===== config.mk =====
export PLATFORM = sky130hd
export DESIGN_NAME = calendar_date_advance
export DESIGN_NICKNAME = d
export VERILOG_FILES = /design/src/design/cda_pkg.sv /design/src/design/calendar_date_advance.sv
export SDC_FILE = /design/constraint.sdc
export NUM_CORES = 1
export LEC_CHECK = 0
export BUFFER_PORTS_ARGS = -buffer_cell sky130_fd_sc_hd__buf_2
export CAP_MARGIN = 25
export CORE_MARGIN = 2
export CORE_UTILIZATION = 50
export CTS_CLUSTER_DIAMETER = 40
export DETAILED_ROUTE_END_ITERATION = 8
export PLACE_DENSITY = 0.69
export SLEW_MARGIN = 10
export SYNTH_ARGS = -nofsm -noshare
export SYNTH_HDL_FRONTEND = slang
export SYNTH_SLANG_ARGS = --single-unit

===== constraint.sdc =====
create_clock -name clk -period 21.2 [get_ports clk]
set_clock_uncertainty 0.1 [all_clocks]
set_input_delay 4.24 -clock clk [delete_from_list [all_inputs] [get_ports clk]]
set_output_delay 4.24 -clock clk [all_outputs]
set_load 0.1 [all_outputs]

===== src/design/cda_pkg.sv =====
// Package for the calendar date counter: operation codes, sequencer states,
// field widths and the month-length and leap-year helpers.
// Used by calendar_date_advance; depends on nothing.
package cda_pkg;

  localparam int DAY_W   = 5;
  localparam int MONTH_W = 4;
  localparam int YEAR_W  = 14;
  localparam int ADDF_W  = 12;  // width of the days_to_add field
  localparam int DACC_W  = 13;  // day accumulator: 31 + 4095 fits

  // Number of low days_to_add bits that take part in an add.
  localparam int ADD_WIDTH = 12;
  localparam logic [ADDF_W-1:0] ADD_MASK = ADDF_W'((17'd1 << ADD_WIDTH) - 17'd1);

  localparam logic [YEAR_W-1:0]  YEAR_LAST  = YEAR_W'(9999);
  localparam logic [MONTH_W-1:0] MONTH_LAST = MONTH_W'(12);

  // Divide by 100 as a reciprocal multiply: exact for every 14-bit year.
  localparam int                 DIV100_SHIFT = 19;
  localparam logic [12:0]        DIV100_MUL   = 13'd5243;
  localparam int                 PROD_W       = YEAR_W + 13;

  typedef enum logic [1:0] {
    OP_LOAD = 2'd0,
    OP_INC  = 2'd1,
    OP_ADD  = 2'd2
  } op_t;

  typedef enum logic [1:0] {
    ST_IDLE,
    ST_LOOP,
    ST_LEAP,
    ST_OUT
  } state_t;

  function automatic logic [DAY_W-1:0] month_len(input logic [MONTH_W-1:0] m,
                                                 input logic leap);
    logic [DAY_W-1:0] len;
    unique case (m)
      4'd1, 4'd3, 4'd5, 4'd7, 4'd8, 4'd10, 4'd12: len = 5'd31;
      4'd4, 4'd6, 4'd9, 4'd11:                    len = 5'd30;
      default:                                    len = leap ? 5'd29 : 5'd28;
    endcase
    return len;
  endfunction

  // Divisible by 400, or by 4 and not by 100.
  function automatic logic is_leap(input logic [YEAR_W-1:0] y);
    logic [PROD_W-1:0] prod;
    logic [7:0]        quo;
    logic [YEAR_W-1:0] rem;
    prod = PROD_W'(y) * PROD_W'(DIV100_MUL);
    quo  = 8'(prod >> DIV100_SHIFT);
    rem  = y - YEAR_W'(quo) * YEAR_W'(100);
    return (rem == '0) ? (quo[1:0] == 2'b00) : (y[1:0] == 2'b00);
  endfunction

endpackage


===== src/design/calendar_date_advance.sv =====
// Top level of the Gregorian date counter: date registers, a small sequencer
// and one shared month-subtract step. Depends on cda_pkg.
//
// Holds a day, month and year and applies one transaction at a time: load a
// date, step one day, or add up to 4095 days. Every input transaction gives
// exactly one output transaction with the resulting date; in_tready is low
// from acceptance until that result is taken. Load refreshes the leap-year
// flag before the result; increment goes straight to the result, or
// refreshes the leap flag first when the year rolls over. Add days sets up
// the sum, then the shared subtract-and-advance step walks one month at a
// time, with a leap flag refresh through the divide-by-100 multiplier at
// each year boundary crossed, and then the result is presented.
module calendar_date_advance (
  input  logic        clk,
  input  logic        rst_n,
  input  logic        in_tvalid,
  output logic        in_tready,
  // [4:0] load_day, [8:5] load_month, [22:9] load_year,
  // [34:23] days_to_add, [39:35] zero
  input  logic [39:0] in_tdata,
  // [1:0] operation
  input  logic [1:0]  in_tuser,
  output logic        out_tvalid,
  input  logic        out_tready,
  // [4:0] out_day, [8:5] out_month, [22:9] out_year, [23] zero
  output logic [23:0] out_tdata
);

  cda_pkg::state_t state_r, state_nxt;
  logic [cda_pkg::DACC_W-1:0]  day_r, day_nxt;
  logic [cda_pkg::MONTH_W-1:0] month_r, month_nxt;
  logic [cda_pkg::YEAR_W-1:0]  year_r, year_nxt;
  logic                        leap_r, leap_nxt;
  logic                        adding_r, adding_nxt;

  logic [cda_pkg::DAY_W-1:0]   len;
  logic [cda_pkg::MONTH_W-1:0] mon_adv;
  logic [cda_pkg::YEAR_W-1:0]  year_adv;
  logic                        year_wrap;
  logic [cda_pkg::ADDF_W-1:0]  add_val;
  cda_pkg::op_t                op;

  assign op      = cda_pkg::op_t'(in_tuser);
  assign add_val = in_tdata[34:23] & cda_pkg::ADD_MASK;
  assign len     = cda_pkg::month_len(month_r, leap_r);

  // Month step shared by increment and add.
  always_comb begin
    year_wrap = (month_r >= cda_pkg::MONTH_LAST);
    if (year_wrap) begin
      mon_adv  = cda_pkg::MONTH_W'(1);
      year_adv = (year_r >= cda_pkg::YEAR_LAST) ? '0 : year_r + 1'b1;
    end else begin
      mon_adv  = month_r + 1'b1;
      year_adv = year_r;
    end
  end

  always_ff @(posedge clk) begin
    if (!rst_n) begin
      state_r  <= cda_pkg::ST_IDLE;
      day_r    <= cda_pkg::DACC_W'(1);
      month_r  <= cda_pkg::MONTH_W'(1);
      year_r   <= '0;
      leap_r   <= 1'b1;
      adding_r <= 1'b0;
    end else begin
      state_r  <= state_nxt;
      day_r    <= day_nxt;
      month_r  <= month_nxt;
      year_r   <= year_nxt;
      leap_r   <= leap_nxt;
      adding_r <= adding_nxt;
    end
  end

  always_comb begin
    state_nxt  = state_r;
    day_nxt    = day_r;
    month_nxt  = month_r;
    year_nxt   = year_r;
    leap_nxt   = leap_r;
    adding_nxt = adding_r;
    unique case (state_r)
      cda_pkg::ST_IDLE: begin
        if (in_tvalid) begin
          unique case (op)
            cda_pkg::OP_LOAD: begin
              day_nxt    = cda_pkg::DACC_W'(in_tdata[4:0]);
              month_nxt  = in_tdata[8:5];
              year_nxt   = in_tdata[22:9];
              adding_nxt = 1'b0;
              state_nxt  = cda_pkg::ST_LEAP;
            end
            cda_pkg::OP_INC: begin
              if (day_r >= cda_pkg::DACC_W'(len)) begin
                day_nxt   = cda_pkg::DACC_W'(1);
                month_nxt = mon_adv;
                year_nxt  = year_adv;
                adding_nxt = 1'b0;
                state_nxt = year_wrap ? cda_pkg::ST_LEAP : cda_pkg::ST_OUT;
              end else begin
                day_nxt   = day_r + 1'b1;
                state_nxt = cda_pkg::ST_OUT;
              end
            end
            cda_pkg::OP_ADD: begin
              day_nxt    = day_r + cda_pkg::DACC_W'(add_val);
              adding_nxt = 1'b1;
              state_nxt  = cda_pkg::ST_LOOP;
            end
            default: state_nxt = cda_pkg::ST_OUT;
          endcase
        end
      end
      cda_pkg::ST_LOOP: begin
        // Take a month per cycle, pausing at year ends, until the day fits.
        if (day_r > cda_pkg::DACC_W'(len)) begin
          day_nxt   = day_r - cda_pkg::DACC_W'(len);
          month_nxt = mon_adv;
          year_nxt  = year_adv;
          if (year_wrap) begin
            state_nxt = cda_pkg::ST_LEAP;
          end
        end else begin
          state_nxt = cda_pkg::ST_OUT;
        end
      end
      cda_pkg::ST_LEAP: begin
        leap_nxt  = cda_pkg::is_leap(year_r);
        state_nxt = adding_r ? cda_pkg::ST_LOOP : cda_pkg::ST_OUT;
      end
      cda_pkg::ST_OUT: begin
        if (out_tready) begin
          state_nxt = cda_pkg::ST_IDLE;
        end
      end
      default: state_nxt = cda_pkg::ST_IDLE;
    endcase
  end

  assign in_tready  = (state_r == cda_pkg::ST_IDLE);
  assign out_tvalid = (state_r == cda_pkg::ST_OUT);
  assign out_tdata  = {1'b0, year_r, month_r, day_r[cda_pkg::DAY_W-1:0]};

endmodule


==> impl_summary.md <==
Worst hold path
The path class of the tightest hold or removal check is flop to flop.

Timing
The slew of the pin with the lowest slew margin is 0.835 ns. The final number of max-transition violations came to 0. The number of hold-slack violations in the final timing report was 0. The maximum operating frequency is 108 MHz. After routing, the total negative slack on setup checks comes to 0 ns. The final count of negative-setup-slack endpoints is 0. The shortest clock period the worst path allows after layout is 9.30 ns. Dividing the final minimum period by the clock period gives a little over two fifths.

The worst max-slew margin expressed relative to the limit is 44.1%. Setup repair after global routing left no endpoint under its margin.

Route
In this run, the number of DRC markers left after iteration 0 of detailed routing was ~340. The total wire length is 17000 um. The routed wire length per instance is ~15 um. Dividing the detail-routed via count by the number of cells gives 5.47. The via count of the routed design is between 6000 and 7000. The detail route stage leaves a number of antenna-violating nets equal to 0.

For this run, design rule violations remaining after detail routing come to 0. The detailed-routing iteration count for the pre-antenna-repair pass is 4.

Yosys
In the synthesized netlist, the cells that appear most often are sky130_fd_sc_hd__ha_1, sky130_fd_sc_hd__inv_1, sky130_fd_sc_hd__nand2_1. Sorting the synthesized cells by area gives the leading types as sky130_fd_sc_hd__ha_1, sky130_fd_sc_hd__fa_1, sky130_fd_sc_hd__dfxtp_1. The synthesized design contains 0 enable-type register cells.

The cell taking the most area after synthesis is sky130_fd_sc_hd__ha_1. In this run, synthesis produced a sequential element count of 35. The count of yosys warnings during synthesis is 0. Yosys instantiated no cell more often than sky130_fd_sc_hd__ha_1.

The proportion of synthesized flip-flops having asynchronous set or reset is 0%. For this run, the leading register cell type out of synthesis is sky130_fd_sc_hd__dfxtp_1. Synthesis instantiated 73 different standard cells from the library. The synthesized netlist cell count is about 900.

The synthesized netlist occupies a cell area of about 7700 um2. The area share of the leading cell type in the synthesized netlist is about 28%. The net count of the mapped netlist is about 1200.

The average instance area after synthesis is between 8 and 9 um2. The sequential-to-total area share from yosys stat is a little under a tenth.

GRT
In the global route stage, overall resource usage came out at between 20% and 30%. The number of antenna violations at the first check in global routing is 0. Entering global routing, the biggest net connects 39 pins. The first global-routing pass estimated ~29000 um of wire. Global routing finished with a remaining overflow of 0.

The number of global-route vias before repair is 6060.

Clocking
Counting every sink on the clock net gives 35. The clock tree synthesis step divided the H-tree into 2 levels. The post-CTS setup-driven buffer insertion count is 0. The quantity of hold-fixing buffers added after cts is 0. The longest clock path from root to sink contains 2 buffers.

The clock insertion delay at the later pin of the skew report is roughly 0.28 ns. After clock tree synthesis, the clock-pin slew on the worst setup and hold paths is 0.06 ns. TritonCTS built the clock tree. Gates resized during post-CTS repair numbered 0. The tree is rooted in a sky130_fd_sc_hd__clkbuf_16. In this run, CTS created clock tree buffers numbering 5.

Power
Sequential cells account for about a tenth of the total power. The reported net switching power is 650 uW. Net switching is a little under three fifths of the power.

The part of the power in combinational logic is between 80% and 90%. The largest voltage drop on the vdd net is roughly 83 uV. The standby leakage power is around 0.0045 uW. Per report_power, the clock group accounts for about 7.6% of the total. The internal power of the cells totals 514 uW. The power per unit of standard cell area is around 140 nW/um2.

Setup path
The maximum fanout along the worst path is 9. The worst register-to-register path begins at year_r[5]$_SDFFE_PN0P_. At the worst endpoint, the required time is approximately 21 ns.

For this run, the slowest stage of the critical path takes between 0.6 and 0.7 ns. The reg2reg setup slack is between 10 and 15 ns. The cell family contributing the most delay on the critical path is adder cells.

The critical path startpoint is year_r[5]$_SDFFE_PN0P_. The critical path contains buffers and inverters numbering 6 combined. In this run the number of cells on the critical path is 37. The capturing point of the worst reg2reg path is leap_r$_SDFFE_PN1N_.

For the worst setup path, the data arrival time is approximately 9.4 ns. The critical path class is flop to flop. The critical path endpoint is leap_r$_SDFFE_PN1N_. The number of cell instances on the worst register-to-register path is 37. The worst setup path is captured at a flop. The nature of the critical path startpoint is a flop. The worst-path cell with the longest stage delay is sky130_fd_sc_hd__dfxtp_1.

Die
Pin placement for this block handled 72 I/O pins. The number of placement rows is 45. The die extent in y is 128 um. The core footprint is approximately 15000 um2.

The die outline area is around 16000 um2. The effective utilization at floorplan is between 50% and 60%. The width of the die is approximately 130 um.

Placed design
The sum of net half-perimeters after detailed placement is 13800 um. The congestion estimate from routability-driven global placement came to about 0.80. Buffers placed on the I/O ports in this run total 65. After detailed placement, the total cell area comes to 8110 um2.

Final layout
The repair_antennas step left the layout with diodes totalling 0. Relative to the synthesized area, the layout overhead comes to 7.87%. The post-route cell area is around 8300 um2. The net count of the finished layout is between 1000 and 1500.

In the final layout, the share of cells above drive strength 1 is about a tenth.

Status
The run finished with clean final reports.

Run
Max-cap violations in this run came to 0.
==> per-stage QoR <==
step	total power (uW)	hold slack (ns)	utilization, %	setup slack (ns)	instances
2_1_floorplan	889	0.380	-	12.10	903
3_3_place_gp	1060	0.403	53.8	11.89	1128
3_5_place_dp	1080	0.407	53.8	11.90	1128
4_1_cts	1170	0.421	54.9	11.88	1136
5_1_grt	1320	0.459	54.9	11.06	1136
6_report	1160	0.420	54.9	11.90	1136
==> cell families (layout without fill, tap and decap cells) <==
family / after synthesis / count (layout) / share of synthesized area, %
xor gates and xnor gates: 35 / 35 / 3.99
muxes: 6 / 6 / 0.798
adders and majority gates: 240 / 240 / 45.7
other: 1 / 1 / 0.0488
and+or+nand+nor: 210 / 210 / 14.0
DFF: 35 / 35 / 9.12
AOI/OAI and AO/OA: 196 / 196 / 17.0
buffers and inverters: 180 / 225 / 9.31
==> worst min path at each step <==
stage | from | to | depth (start not counted)
floorplan | adding_r$_SDFFE_PN0P_ | adding_r$_SDFFE_PN0P_ | 2
global placement | adding_r$_SDFFE_PN0P_ | adding_r$_SDFFE_PN0P_ | 2
detailed placement | adding_r$_SDFFE_PN0P_ | adding_r$_SDFFE_PN0P_ | 2
CTS | adding_r$_SDFFE_PN0P_ | adding_r$_SDFFE_PN0P_ | 2
global route | adding_r$_SDFFE_PN0P_ | adding_r$_SDFFE_PN0P_ | 2
finish | adding_r$_SDFFE_PN0P_ | adding_r$_SDFFE_PN0P_ | 2
==> per-layer routing <==
metal	share of wire [%]	global-route usage, %	up-vias
met4	0.80	2.97	0
met5	0	0	-
met3	4.0	2.17	14
met2	44	35.3	114
li1	-	-	3161
met1	51	32.8	2921
==> cells in the final DEF (no fill, tap or decap), types with 3 or more instances in the layout <==
master and n:
sky130_fd_sc_hd__buf_2 65, sky130_fd_sc_hd__a21oi_1 46, sky130_fd_sc_hd__nand2b_1 10, sky130_fd_sc_hd__nor2_1 31, sky130_fd_sc_hd__dfxtp_1 35, sky130_fd_sc_hd__and2_1 5
sky130_fd_sc_hd__a31oi_1 3, sky130_fd_sc_hd__nor3_1 14, sky130_fd_sc_hd__and3_1 11, sky130_fd_sc_hd__nand3_1 18, sky130_fd_sc_hd__a22oi_1 13, sky130_fd_sc_hd__o21bai_1 9
sky130_fd_sc_hd__nand4_1 4, sky130_fd_sc_hd__o21ai_0 42, sky130_fd_sc_hd__ha_1 172, sky130_fd_sc_hd__nand3b_1 3, sky130_fd_sc_hd__a21oi_2 3, sky130_fd_sc_hd__o211ai_1 16
sky130_fd_sc_hd__xnor2_1 24, sky130_fd_sc_hd__a2111oi_0 4, sky130_fd_sc_hd__or3_1 3, sky130_fd_sc_hd__o21ai_1 12, sky130_fd_sc_hd__o211a_1 4, sky130_fd_sc_hd__nor4_1 5
sky130_fd_sc_hd__a211oi_1 3, sky130_fd_sc_hd__clkbuf_16 5, sky130_fd_sc_hd__a21o_1 10, sky130_fd_sc_hd__xor2_1 11, sky130_fd_sc_hd__nor2b_1 21, sky130_fd_sc_hd__nand4b_1 3
sky130_fd_sc_hd__buf_4 4, sky130_fd_sc_hd__nand2_1 69, sky130_fd_sc_hd__a21boi_1 4, sky130_fd_sc_hd__fa_1 68, sky130_fd_sc_hd__o21a_1 3, sky130_fd_sc_hd__mux2i_1 5
sky130_fd_sc_hd__inv_1 147
==> cell type report <==
cell class,count,area (um2)
timing repair buffer,69,355
clock inverter,2,35.0
multi-input combinational,688,6270
sequential,35,701
fill,1423,6800
tap,188,235
clock buffer,6,139
inverter,148,556
==> flip-flops by register name, summed over array words and instances (netlist names) <==
name	flops
month_r	4
state_r	2
day_r	13
adding_r	1
leap_r	1
year_r	14
==> power groups by stage <==
stage                     registers, uW  logic, uW  clock network [uW]
final                               122        954                88.0
after floorplan                     161        729                   0
after global routing                127       1100                90.6
after detailed placement            124        953                   0
after global placement              124        936                   0
after CTS                           123        962                89.1
==> worst min-delay path, stage by stage (launching register included) <==
cell and delay (ns):
sky130_fd_sc_hd__dfxtp_1 0.32, sky130_fd_sc_hd__mux2i_1 0.07, sky130_fd_sc_hd__nor2b_1 0.09
No activity file was read; power rests on OpenSTA's default activity.
